[config.mk]
export PLATFORM = sky130hd
export DESIGN_NAME = bitmap_slot_allocator_flat
export DESIGN_NICKNAME = d
export VERILOG_FILES = /design/src/rtl/bsa_pkg.sv /design/src/rtl/bsa_if.sv /design/src/rtl/bsa_bitmap_mem.sv /design/src/rtl/bsa_word_unit.sv /design/src/rtl/bitmap_slot_allocator.sv /design/src/flat_wrapper.sv
export SDC_FILE = /design/constraint.sdc
export NUM_CORES = 1
export LEC_CHECK = 0
export ABC_AREA = 1
export BUFFER_PORTS_ARGS = -buffer_cell sky130_fd_sc_hd__buf_2
export CAP_MARGIN = 20
export CORE_MARGIN = 2
export CORE_UTILIZATION = 43
export CTS_BUF_LIST = sky130_fd_sc_hd__clkbuf_2 sky130_fd_sc_hd__clkbuf_4 sky130_fd_sc_hd__clkbuf_8
export CTS_CLUSTER_SIZE = 16
export DETAILED_ROUTE_END_ITERATION = 10
export SLEW_MARGIN = 25
export SYNTH_ARGS = -nofsm -noshare
export SYNTH_HDL_FRONTEND = slang
export SYNTH_HIERARCHICAL = 1
export SYNTH_SLANG_ARGS = --single-unit
[constraint.sdc]
create_clock -name clk -period 3.85 [get_ports clk]
set_input_delay 0.1925 -clock clk [delete_from_list [all_inputs] [get_ports clk]]
set_output_delay 0.1925 -clock clk [all_outputs]
set_load 0.02 [all_outputs]
[src/rtl/bsa_pkg.sv]
// bsa_pkg: shared widths, op codes and status codes for the bitmap slot allocator.
// No dependencies; every other file in rtl/ imports it.
package bsa_pkg;

  localparam int WORD_BITS      = 32;
  localparam int BIT_W          = $clog2(WORD_BITS);
  localparam int POOL_SLOTS_DEF = 1024;

  localparam int OP_W  = 2;
  localparam int IDX_W = 10;
  localparam int LIM_W = 6;
  localparam int ST_W  = 2;

  typedef logic [WORD_BITS-1:0] word_t;
  typedef logic [OP_W-1:0]      op_t;
  typedef logic [ST_W-1:0]      status_t;

  localparam op_t OP_ALLOC  = 2'd0;
  localparam op_t OP_FREE   = 2'd1;
  localparam op_t OP_QUERY  = 2'd2;
  localparam op_t OP_UNUSED = 2'd3;

  localparam status_t ST_OK    = 2'd0;
  localparam status_t ST_NONE  = 2'd1;
  localparam status_t ST_RANGE = 2'd2;

  localparam word_t FULL_WORD = 32'hFFFF_FFFF;

endpackage

[src/rtl/bsa_if.sv]
// bsa_if: valid/ready channel interfaces for request and response words.
// Depends on bsa_pkg.
interface bsa_in_if import bsa_pkg::*; ();
  logic                 valid;
  logic                 ready;
  op_t                  op;
  logic [IDX_W-1:0]     slot_index;
  logic [LIM_W-1:0]     scan_limit;

  modport source (output valid, op, slot_index, scan_limit, input ready);
  modport sink   (input valid, op, slot_index, scan_limit, output ready);
endinterface

interface bsa_out_if import bsa_pkg::*; ();
  logic                 valid;
  logic                 ready;
  status_t              status;
  logic [IDX_W-1:0]     granted_slot;
  logic                 is_taken;

  modport source (output valid, status, granted_slot, is_taken, input ready);
  modport sink   (input valid, status, granted_slot, is_taken, output ready);
endinterface

[src/rtl/bsa_bitmap_mem.sv]
// bsa_bitmap_mem: bitmap word store, one write and one registered read port.
// Depends on bsa_pkg.
module bsa_bitmap_mem import bsa_pkg::*; #(
  parameter int DEPTH = POOL_SLOTS_DEF / WORD_BITS,
  parameter int AW    = 5
) (
  input  logic          clk,
  input  logic          we,
  input  logic [AW-1:0] waddr,
  input  word_t         wdata,
  input  logic [AW-1:0] raddr,
  output word_t         rdata
);

  word_t mem [DEPTH];
  word_t rdata_r;

  always_ff @(posedge clk) begin
    if (we) begin
      mem[waddr] <= wdata;
    end
    rdata_r <= mem[raddr];
  end

  assign rdata = rdata_r;

endmodule

[src/rtl/bsa_word_unit.sv]
// bsa_word_unit: shared per-word logic - full test, lowest clear bit, set/clear/test.
// Depends on bsa_pkg.
module bsa_word_unit import bsa_pkg::*; (
  input  word_t            word,
  input  logic [BIT_W-1:0] bit_sel,
  output logic             full,
  output logic [BIT_W-1:0] low_pos,
  output word_t            set_word,
  output word_t            clr_word,
  output logic             bit_val
);

  word_t low_oh;

  // lowest clear bit isolated as a one-hot: ~w & (w + 1)
  assign low_oh   = ~word & (word + word_t'(1));
  assign full     = (word == FULL_WORD);
  assign set_word = word | low_oh;
  assign clr_word = word & ~(word_t'(1) << bit_sel);
  assign bit_val  = word[bit_sel];

  always_comb begin
    low_pos = '0;
    for (int i = 0; i < WORD_BITS; i++) begin
      if (low_oh[i]) begin
        low_pos = low_pos | BIT_W'(i);
      end
    end
  end

endmodule

[src/rtl/bitmap_slot_allocator.sv]
// bitmap_slot_allocator: slot pool bitmap with allocate-from-hint, free and query.
// Out-of-range and unused-op requests skip the bitmap read; free/query examine one
// word, allocate steps over k full words past the hint word (k <= scan_limit).
// One request in flight; ready stays low until its response is handed over.
// Rate is set by the single bitmap read port: one word examined per cycle.
// After reset a clearing pass writes zeros to every word, ready held low.
module bitmap_slot_allocator import bsa_pkg::*; #(
  parameter int POOL_SLOTS = POOL_SLOTS_DEF
) (
  input  logic      clk,
  input  logic      rst_n,
  bsa_in_if.sink    in_ch,
  bsa_out_if.source out_ch
);

  localparam int WORD_COUNT = POOL_SLOTS / WORD_BITS;
  localparam int WA         = (WORD_COUNT > 1) ? $clog2(WORD_COUNT) : 1;
  localparam int SLOT_CW    = $clog2(POOL_SLOTS + 1);
  localparam int CMP_W      = (SLOT_CW > IDX_W) ? SLOT_CW : IDX_W;

  // sequencer states
  localparam logic [1:0] S_CLEAR = 2'd0;
  localparam logic [1:0] S_IDLE  = 2'd1;
  localparam logic [1:0] S_EVAL  = 2'd2;
  localparam logic [1:0] S_DONE  = 2'd3;

  logic [1:0]       state_r, state_nxt;
  logic [WA-1:0]    clr_cnt_r, clr_cnt_nxt;
  logic [WA-1:0]    w_r, w_nxt, w_adv, in_word;
  logic [LIM_W-1:0] steps_r, steps_nxt;
  logic [LIM_W-1:0] limit_r, limit_nxt;
  op_t              op_r, op_nxt;
  logic [BIT_W-1:0] bit_r, bit_nxt;

  // staged response, then the output register
  status_t          res_status_r, res_status_nxt;
  logic [IDX_W-1:0] res_granted_r, res_granted_nxt;
  logic             res_taken_r, res_taken_nxt;

  logic             out_valid_r, out_valid_nxt;
  status_t          out_status_r, out_status_nxt;
  logic [IDX_W-1:0] out_granted_r, out_granted_nxt;
  logic             out_taken_r, out_taken_nxt;

  logic             in_fire, idx_oor;

  // memory and word unit hookup
  logic             mem_we;
  logic [WA-1:0]    mem_waddr, mem_raddr;
  word_t            mem_wdata, mem_rdata;
  logic             wu_full, wu_bit;
  logic [BIT_W-1:0] wu_pos;
  word_t            wu_set, wu_clr;

  bsa_bitmap_mem #(
    .DEPTH (WORD_COUNT),
    .AW    (WA)
  ) u_mem (
    .clk   (clk),
    .we    (mem_we),
    .waddr (mem_waddr),
    .wdata (mem_wdata),
    .raddr (mem_raddr),
    .rdata (mem_rdata)
  );

  bsa_word_unit u_wu (
    .word     (mem_rdata),
    .bit_sel  (bit_r),
    .full     (wu_full),
    .low_pos  (wu_pos),
    .set_word (wu_set),
    .clr_word (wu_clr),
    .bit_val  (wu_bit)
  );

  assign in_ch.ready = (state_r == S_IDLE);
  assign in_fire     = in_ch.valid && in_ch.ready;
  assign idx_oor     = (CMP_W'(in_ch.slot_index) >= CMP_W'(POOL_SLOTS));
  assign in_word     = WA'(in_ch.slot_index >> BIT_W);

  // next word with wrap at the end of the pool
  assign w_adv = (w_r == WA'(WORD_COUNT - 1)) ? '0 : w_r + WA'(1);

  // read address: the request's word on accept, the next word while scanning
  assign mem_raddr = (state_r == S_EVAL) ? w_adv : in_word;

  always_comb begin
    state_nxt       = state_r;
    clr_cnt_nxt     = clr_cnt_r;
    w_nxt           = w_r;
    steps_nxt       = steps_r;
    limit_nxt       = limit_r;
    op_nxt          = op_r;
    bit_nxt         = bit_r;
    res_status_nxt  = res_status_r;
    res_granted_nxt = res_granted_r;
    res_taken_nxt   = res_taken_r;
    out_valid_nxt   = out_valid_r;
    out_status_nxt  = out_status_r;
    out_granted_nxt = out_granted_r;
    out_taken_nxt   = out_taken_r;
    mem_we          = 1'b0;
    mem_waddr       = w_r;
    mem_wdata       = '0;

    if (out_valid_r && out_ch.ready) begin
      out_valid_nxt = 1'b0;
    end

    unique case (state_r)
      S_CLEAR: begin
        // zero one bitmap word per cycle
        mem_we    = 1'b1;
        mem_waddr = clr_cnt_r;
        mem_wdata = '0;
        clr_cnt_nxt = clr_cnt_r + WA'(1);
        if (clr_cnt_r == WA'(WORD_COUNT - 1)) begin
          state_nxt = S_IDLE;
        end
      end

      S_IDLE: begin
        if (in_fire) begin
          w_nxt           = in_word;
          steps_nxt       = '0;
          limit_nxt       = in_ch.scan_limit;
          op_nxt          = in_ch.op;
          bit_nxt         = in_ch.slot_index[BIT_W-1:0];
          res_status_nxt  = ST_OK;
          res_granted_nxt = '0;
          res_taken_nxt   = 1'b0;
          if (in_ch.op == OP_UNUSED) begin
            state_nxt = S_DONE;
          end else if (idx_oor) begin
            res_status_nxt = ST_RANGE;
            state_nxt      = S_DONE;
          end else begin
            state_nxt = S_EVAL;
          end
        end
      end

      S_EVAL: begin
        // mem_rdata holds bitmap word w_r here
        state_nxt = S_DONE;
        case (op_r)
          OP_ALLOC: begin
            if (wu_full) begin
              if (steps_r >= limit_r) begin
                res_status_nxt = ST_NONE;
              end else begin
                steps_nxt = steps_r + LIM_W'(1);
                w_nxt     = w_adv;
                state_nxt = S_EVAL;
              end
            end else begin
              mem_we          = 1'b1;
              mem_wdata       = wu_set;
              res_granted_nxt = IDX_W'({w_r, wu_pos});
            end
          end
          OP_FREE: begin
            mem_we    = 1'b1;
            mem_wdata = wu_clr;
          end
          OP_QUERY: begin
            res_taken_nxt = wu_bit;
          end
          default: begin
          end
        endcase
      end

      S_DONE: begin
        // hand over when the output register is empty or draining this cycle
        if (!out_valid_r || out_ch.ready) begin
          out_valid_nxt   = 1'b1;
          out_status_nxt  = res_status_r;
          out_granted_nxt = res_granted_r;
          out_taken_nxt   = res_taken_r;
          state_nxt       = S_IDLE;
        end
      end

      default: begin
        state_nxt = S_IDLE;
      end
    endcase
  end

  always_ff @(posedge clk) begin
    if (!rst_n) begin
      state_r     <= S_CLEAR;
      clr_cnt_r   <= '0;
      out_valid_r <= 1'b0;
    end else begin
      state_r     <= state_nxt;
      clr_cnt_r   <= clr_cnt_nxt;
      out_valid_r <= out_valid_nxt;
    end
  end

  always_ff @(posedge clk) begin
    w_r           <= w_nxt;
    steps_r       <= steps_nxt;
    limit_r       <= limit_nxt;
    op_r          <= op_nxt;
    bit_r         <= bit_nxt;
    res_status_r  <= res_status_nxt;
    res_granted_r <= res_granted_nxt;
    res_taken_r   <= res_taken_nxt;
    out_status_r  <= out_status_nxt;
    out_granted_r <= out_granted_nxt;
    out_taken_r   <= out_taken_nxt;
  end

  assign out_ch.valid        = out_valid_r;
  assign out_ch.status       = out_status_r;
  assign out_ch.granted_slot = out_granted_r;
  assign out_ch.is_taken     = out_taken_r;

  // the scan never steps past the requested word count
  a_steps_bounded: assert property (@(posedge clk) disable iff (!rst_n)
    state_r == S_EVAL |-> steps_r <= limit_r)
    else $error("scan stepped past its limit");

  // a failed or rejected request carries no slot and no query bit
  a_fail_clean: assert property (@(posedge clk) disable iff (!rst_n)
    out_valid_r && out_status_r != ST_OK |-> out_granted_r == '0 && !out_taken_r)
    else $error("non-ok response carries payload");

  // a bitmap write is never granted into a full word
  a_no_full_write: assert property (@(posedge clk) disable iff (!rst_n)
    state_r == S_EVAL && op_r == OP_ALLOC && mem_we |-> !wu_full)
    else $error("allocate wrote a full word");

  // an accepted request always takes the sequencer out of idle in the cycle after accept
  a_busy_after_accept: assert property (@(posedge clk) disable iff (!rst_n)
    in_fire |=> state_r == S_EVAL || state_r == S_DONE)
    else $error("request accepted without entering the sequencer");

endmodule
[src/flat_wrapper.sv]
// flat-port wrapper written by rule: the top's interface ports become plain ports
module bitmap_slot_allocator_flat import bsa_pkg::*;
#(
  parameter int POOL_SLOTS = POOL_SLOTS_DEF
)
  (clk, rst_n, in_ch_valid, in_ch_op, in_ch_slot_index, in_ch_scan_limit, in_ch_ready, out_ch_valid, out_ch_status, out_ch_granted_slot, out_ch_is_taken, out_ch_ready);
  bsa_in_if in_ch_i ();
  bsa_out_if out_ch_i ();
  input  logic clk;
  input  logic rst_n;
  input wire logic [$bits(in_ch_i.valid)-1:0] in_ch_valid;
  input wire logic [$bits(in_ch_i.op)-1:0] in_ch_op;
  input wire logic [$bits(in_ch_i.slot_index)-1:0] in_ch_slot_index;
  input wire logic [$bits(in_ch_i.scan_limit)-1:0] in_ch_scan_limit;
  output wire logic [$bits(in_ch_i.ready)-1:0] in_ch_ready;
  output wire logic [$bits(out_ch_i.valid)-1:0] out_ch_valid;
  output wire logic [$bits(out_ch_i.status)-1:0] out_ch_status;
  output wire logic [$bits(out_ch_i.granted_slot)-1:0] out_ch_granted_slot;
  output wire logic [$bits(out_ch_i.is_taken)-1:0] out_ch_is_taken;
  input wire logic [$bits(out_ch_i.ready)-1:0] out_ch_ready;
  assign in_ch_i.valid = in_ch_valid;
  assign in_ch_i.op = in_ch_op;
  assign in_ch_i.slot_index = in_ch_slot_index;
  assign in_ch_i.scan_limit = in_ch_scan_limit;
  assign in_ch_ready = in_ch_i.ready;
  assign out_ch_valid = out_ch_i.valid;
  assign out_ch_status = out_ch_i.status;
  assign out_ch_granted_slot = out_ch_i.granted_slot;
  assign out_ch_is_taken = out_ch_i.is_taken;
  assign out_ch_i.ready = out_ch_ready;
  bitmap_slot_allocator #(.POOL_SLOTS(POOL_SLOTS)) u_core (.clk(clk), .rst_n(rst_n), .in_ch(in_ch_i), .out_ch(out_ch_i));
endmodule
==> results.md <==
GRT:
- The wire length of the first global-routing pass is between 200000 and 250000 µm.
- The number of global-route vias before repair is 31600.
- After global routing the overflow that remains totals 0.
- For met1 alone, demand over resource in global routing was 0.344.
- In the global route stage, met3 resource usage came out at 0.0442.
- The initial antenna violation count is 4.
- The layer flagged by global routing as most heavily used is met2.
- Entering global routing, the biggest net connects 100 pins.
- The global-route met2 utilization is 0.371.
- In the global route stage, overall resource usage came out at 0.240.

Yosys:
- By area the synthesized netlist is led by sky130_fd_sc_hd__edfxtp_1, sky130_fd_sc_hd__nand2_1, sky130_fd_sc_hd__nand3_1.
- The most common cell in the synthesized netlist is sky130_fd_sc_hd__nand2_1.
- The dominant synthesized flop cell is sky130_fd_sc_hd__edfxtp_1.
- Of the synthesized area, sequential elements account for 0.698.
- In the synthesized netlist, the cells that appear most often are sky130_fd_sc_hd__nand2_1, sky130_fd_sc_hd__edfxtp_1, sky130_fd_sc_hd__nand3_1, sky130_fd_sc_hd__inv_1, sky130_fd_sc_hd__buf_2.
- The average instance area after synthesis is 11.0 µm².
- The proportion of netlist area held by the largest area contributor is 0.681.
- The combined area of all synthesized cells is 0.0473 mm².
- The cell count after synthesis came out at around 4300.
- Of all flip-flops after synthesis, the portion carrying an async set or reset was 0.
- The cell type with the largest total area after synthesis is sky130_fd_sc_hd__edfxtp_1.
- The net count after synthesis is 4323.
- In this run, synthesis inferred roughly 1100 flip-flops with an integrated enable.
- The register bit total from synthesis is approximately 1100.
- The count of warnings emitted by yosys is 6.
- The netlist uses 42 different library cells.

Floorplanning:
- The number of standard-cell rows in the floorplan is 121.
- The region available for standard cell placement spans 0.109 mm².
- 37 I/O pins were placed.
- The die is 336 µm tall.
- The floorplan step defined a die boundary enclosing 0.113 mm².
- In this run the horizontal extent of the chip is 336 µm.
- The effective utilization at floorplan is 0.434.

Setup path:
- STA classifies the critical path startpoint as a register.
- The critical path contains buffers and inverters numbering 5 combined.
- Data on the critical path is required at its endpoint by 4440 ps.
- The kind of cell adding the most delay to the critical path is simple AND/OR/NAND/NOR gates.
- The slowest cell on the critical path is sky130_fd_sc_hd__dfxtp_1.
- The largest single stage delay on the critical path is slightly below 700 ps.
- The critical path start-end classification is reg -> reg.
- The critical-path maximum fanout is 23.
- The kind of end point of the critical path is a register.
- Walking the worst path, the cells encountered are nand2_1, nor2_1, nand3_2, nor3_1, nand2_1, nor4_2, buf_4, nor3_4, o21ai_0, nand2_1, nand3_1, buf_12, buf_4, buf_4, nor2_4, buf_12.
- The data arrival time of the critical path is 4190 ps.

STA:
- Derived from the worst setup path, the maximum achievable clock frequency is 278 MHz.
- The number of max-slew violations in the final report came to 0.
- Across the routed clock network, the largest skew measured is ~55 ps.
- At the pin with the least slew margin, the transition time is 1030 ps.
- After routing, the total negative slack on setup checks comes to 0 ps.
- The final cycle utilization of the critical path is 0.936.
- Measured against its own limit, the worst slew margin works out to 0.312.
- The final count of hold timing violations is 0.
- Counting I/O delays and the setup requirement, the final critical path takes 3600 ps.
- Setup repair after global routing left no endpoint under its margin.
- Setup violations remaining at the end of the flow were counted as 0.

Finish:
- The layout net count is 4476.
- Once layout is complete, the cells apart from fillers number 6003.
- The synthesis-to-layout area growth is 14.2%.
- Of the cells placed in the final design, the portion with a size suffix greater than 1 is 0.130.

Flow run:
- The number of max-capacitance violations reported is 0.

CTS:
- The cell at the root of the clock tree is sky130_fd_sc_hd__clkbuf_8.
- Clock latency on the worst-skew pair, taken at its later pin, is between 800 and 900 ps.
- The clock edge transition at the registers on the reported setup and hold paths is about 60 ps.
- Clock tree synthesis found a total of 1112 sinks.
- The clock tree synthesis step divided the H-tree into 4 levels.
- Once the clock tree was built, the resizer swapped 0 gates to a different size.
- The longest clock path from root to sink contains 3 buffers.
- The number of clock buffers added by TritonCTS is 181.
- The CTS tree is done.

Status:
- The flow ran to the end, and the final reports show no timing, DRC or antenna violations.

Pwr:
- The static leakage power is ~20 nW.
- The internal power consumption is 22.2 mW.
- The combinational group share of total power is 0.205.
- Summed over all nets, the switching power comes to 9.98 mW.
- The share of total power dissipated in the clock network is 0.319.
- Of the total power, the share spent switching nets is 0.310.
- VDD sags by at most 0.562 mV.
- Of the total power, registers draw 0.476.
- The power density normalized to cell area is 596 mW/mm².

Detailed routing:
- The violation count after the first detailed-route iteration is about 3500.
- The first detailed-routing pass took 5 iterations.
- The number of vias in the routed layout is 32800.
- Summed over all layers, the routed wires come to 135000 µm.
- The number of design rule violations left after detail routing is 0.
- After detailed routing, the average wire length per cell comes to 22.5 µm.
- The vias per cell is 5.46.
- Once detail routing completed, the nets flagged for antenna violations numbered 0.

Place:
- Port buffering added 35 buffers.
- At the end of routability-driven placement, the weighted congestion stood at 0.901.
- The number of placed cells counting well taps is 5648.
- The detailed placement HPWL is 80900 µm.

Min path:
- The min-delay analysis places its worst path in the category in -> reg.
[worst register-to-register path, cell delays in order (launching register included)]
cell	delay (ps)
sky130_fd_sc_hd__dfxtp_1	690
sky130_fd_sc_hd__nand2_1	120
sky130_fd_sc_hd__nor2_1	190
sky130_fd_sc_hd__nand3_2	130
sky130_fd_sc_hd__nor3_1	200
sky130_fd_sc_hd__nand2_1	140
sky130_fd_sc_hd__nor4_2	170
sky130_fd_sc_hd__buf_4	190
sky130_fd_sc_hd__nor3_4	40
sky130_fd_sc_hd__o21ai_0	310
sky130_fd_sc_hd__nand2_1	230
sky130_fd_sc_hd__nand3_1	200
sky130_fd_sc_hd__buf_12	160
sky130_fd_sc_hd__buf_4	140
sky130_fd_sc_hd__buf_4	130
sky130_fd_sc_hd__nor2_4	90
sky130_fd_sc_hd__buf_12	190
[path summary, 6_finish.rpt]
kind,slack (ps),end,cells after the start,startpoint
setup reg to reg,250,u_core/u_mem/mem[19][7],16,u_core/u_mem/rdata[10]
setup / recovery,250,u_core/u_mem/mem[19][7],16,u_core/u_mem/rdata[10]
hold / removal,70,u_core/w_r[0],4,in_ch_slot_index[5]
hold reg to reg,410,u_core/out_ch.granted_slot[9],0,u_core/res_granted_r[9]
[logic make-up (layout without fill, tap and decap cells)]
logic type               count (synthesis)  count (layout)  synth area share
AND/OR/NAND/NOR                       2659            2659             0.238
flip-flops                            1112            1112             0.698
other                                    2               4          0.000159
adder cells (fa/ha/maj)                 15              15           0.00397
buffers and inverters                  385             686            0.0470
AO/OA/AOI/OAI                          111             111            0.0126
XOR/XNOR                                 2               2          0.000371
[timing repair]
| action | in CTS | in global routing |
|---|---|---|
| hold buffers | 21 | 0 |
| endpoints found under the hold margin | 51 | 0 |
| buffers inserted | 0 | 0 |
[final cells by class]
class                      count  area (µm²)
clock inverter                66         443
tap                         1414        1770
antenna                        2        5.00
sequential                  1112       33000
timing repair buffer         214        2510
fill                        9787       55000
clock buffer                 265        3200
multi-input combinational   2789       12500
inverter                     141         559
[layout by cell type (no fill, tap or decap), types with 3 or more instances in the layout]
cell,netlist,routed
sky130_fd_sc_hd__a31oi_1,3,3
sky130_fd_sc_hd__buf_12,0,46
sky130_fd_sc_hd__nor3_1,15,15
sky130_fd_sc_hd__nand3_2,3,3
sky130_fd_sc_hd__inv_1,135,134
sky130_fd_sc_hd__a22oi_1,4,4
sky130_fd_sc_hd__nand4_1,14,14
sky130_fd_sc_hd__nand2_4,3,4
sky130_fd_sc_hd__a21oi_2,2,22
sky130_fd_sc_hd__clkinv_2,0,16
sky130_fd_sc_hd__nand2_1,1679,1677
sky130_fd_sc_hd__clkbuf_8,0,194
sky130_fd_sc_hd__inv_6,0,4
sky130_fd_sc_hd__clkinv_8,0,4
sky130_fd_sc_hd__a21oi_1,51,21
sky130_fd_sc_hd__clkinv_1,3,37
sky130_fd_sc_hd__buf_2,94,35
sky130_fd_sc_hd__dfxtp_1,40,40
sky130_fd_sc_hd__nand2_2,9,10
sky130_fd_sc_hd__nor4_1,3,3
sky130_fd_sc_hd__ha_1,15,15
sky130_fd_sc_hd__nor2_1,91,57
sky130_fd_sc_hd__dlygate4sd3_1,0,21
sky130_fd_sc_hd__nand3_1,822,822
sky130_fd_sc_hd__edfxtp_1,1072,1072
sky130_fd_sc_hd__nor2_4,6,38
sky130_fd_sc_hd__o21ai_0,44,42
sky130_fd_sc_hd__a21oi_4,0,10
sky130_fd_sc_hd__inv_8,1,4
sky130_fd_sc_hd__nor2_2,7,9
sky130_fd_sc_hd__clkbuf_4,0,71
sky130_fd_sc_hd__buf_4,26,94
sky130_fd_sc_hd__buf_16,0,18
[power by group through the flow]
stage | Sequential [mW] | Combinational [mW] | Clock [mW]
final | 15.3 | 6.60 | 10.3
after global routing | 15.4 | 7.17 | 11.0
after CTS | 15.3 | 6.56 | 10.5
after detailed placement | 15.6 | 6.51 | 0
after global placement | 15.5 | 6.42 | 0
after floorplan | 15.4 | 3.88 | 0
[registers in the layout, indices dropped and copies added, names as in the netlist, 2 cells and up]
register                    cells
u_core/bit_r                    5
u_core/clr_cnt_r                5
u_core/limit_r                  6
u_core/op_r                     2
u_core/out_ch.granted_slot     10
u_core/res_granted_r           10
u_core/state_r                  2
u_core/steps_r                  6
u_core/u_mem/mem             1024
u_core/u_mem/rdata             32
u_core/w_r                      5
[through the flow]
stage                     setup slack (ps)  total power, mW   util  hold slack [ps]  instance area [µm²]
after floorplan                        538             19.3      -              291                47300
after global placement                 406             22.0  0.454              371                49500
after detailed placement               381             22.1  0.460              371                50100
after CTS                              325             32.3  0.495            0.484                54000
after global routing                  51.8             33.6  0.495             33.3                54000
final                                  248             32.2  0.495             69.5                54000
[routing by layer]
| metal | share of wire | up-vias | routed length, µm |
|---|---|---|---|
| li1 | - | 15100 | - |
| met1 | 0.43 | 16100 | 58500 |
| met2 | 0.46 | 1378 | 62100 |
| met3 | 0.082 | 216 | 11100 |
| met4 | 0.023 | 2 | 3040 |
| met5 | 0.00016 | - | 21 |
Power figures use the tool's default switching activity.
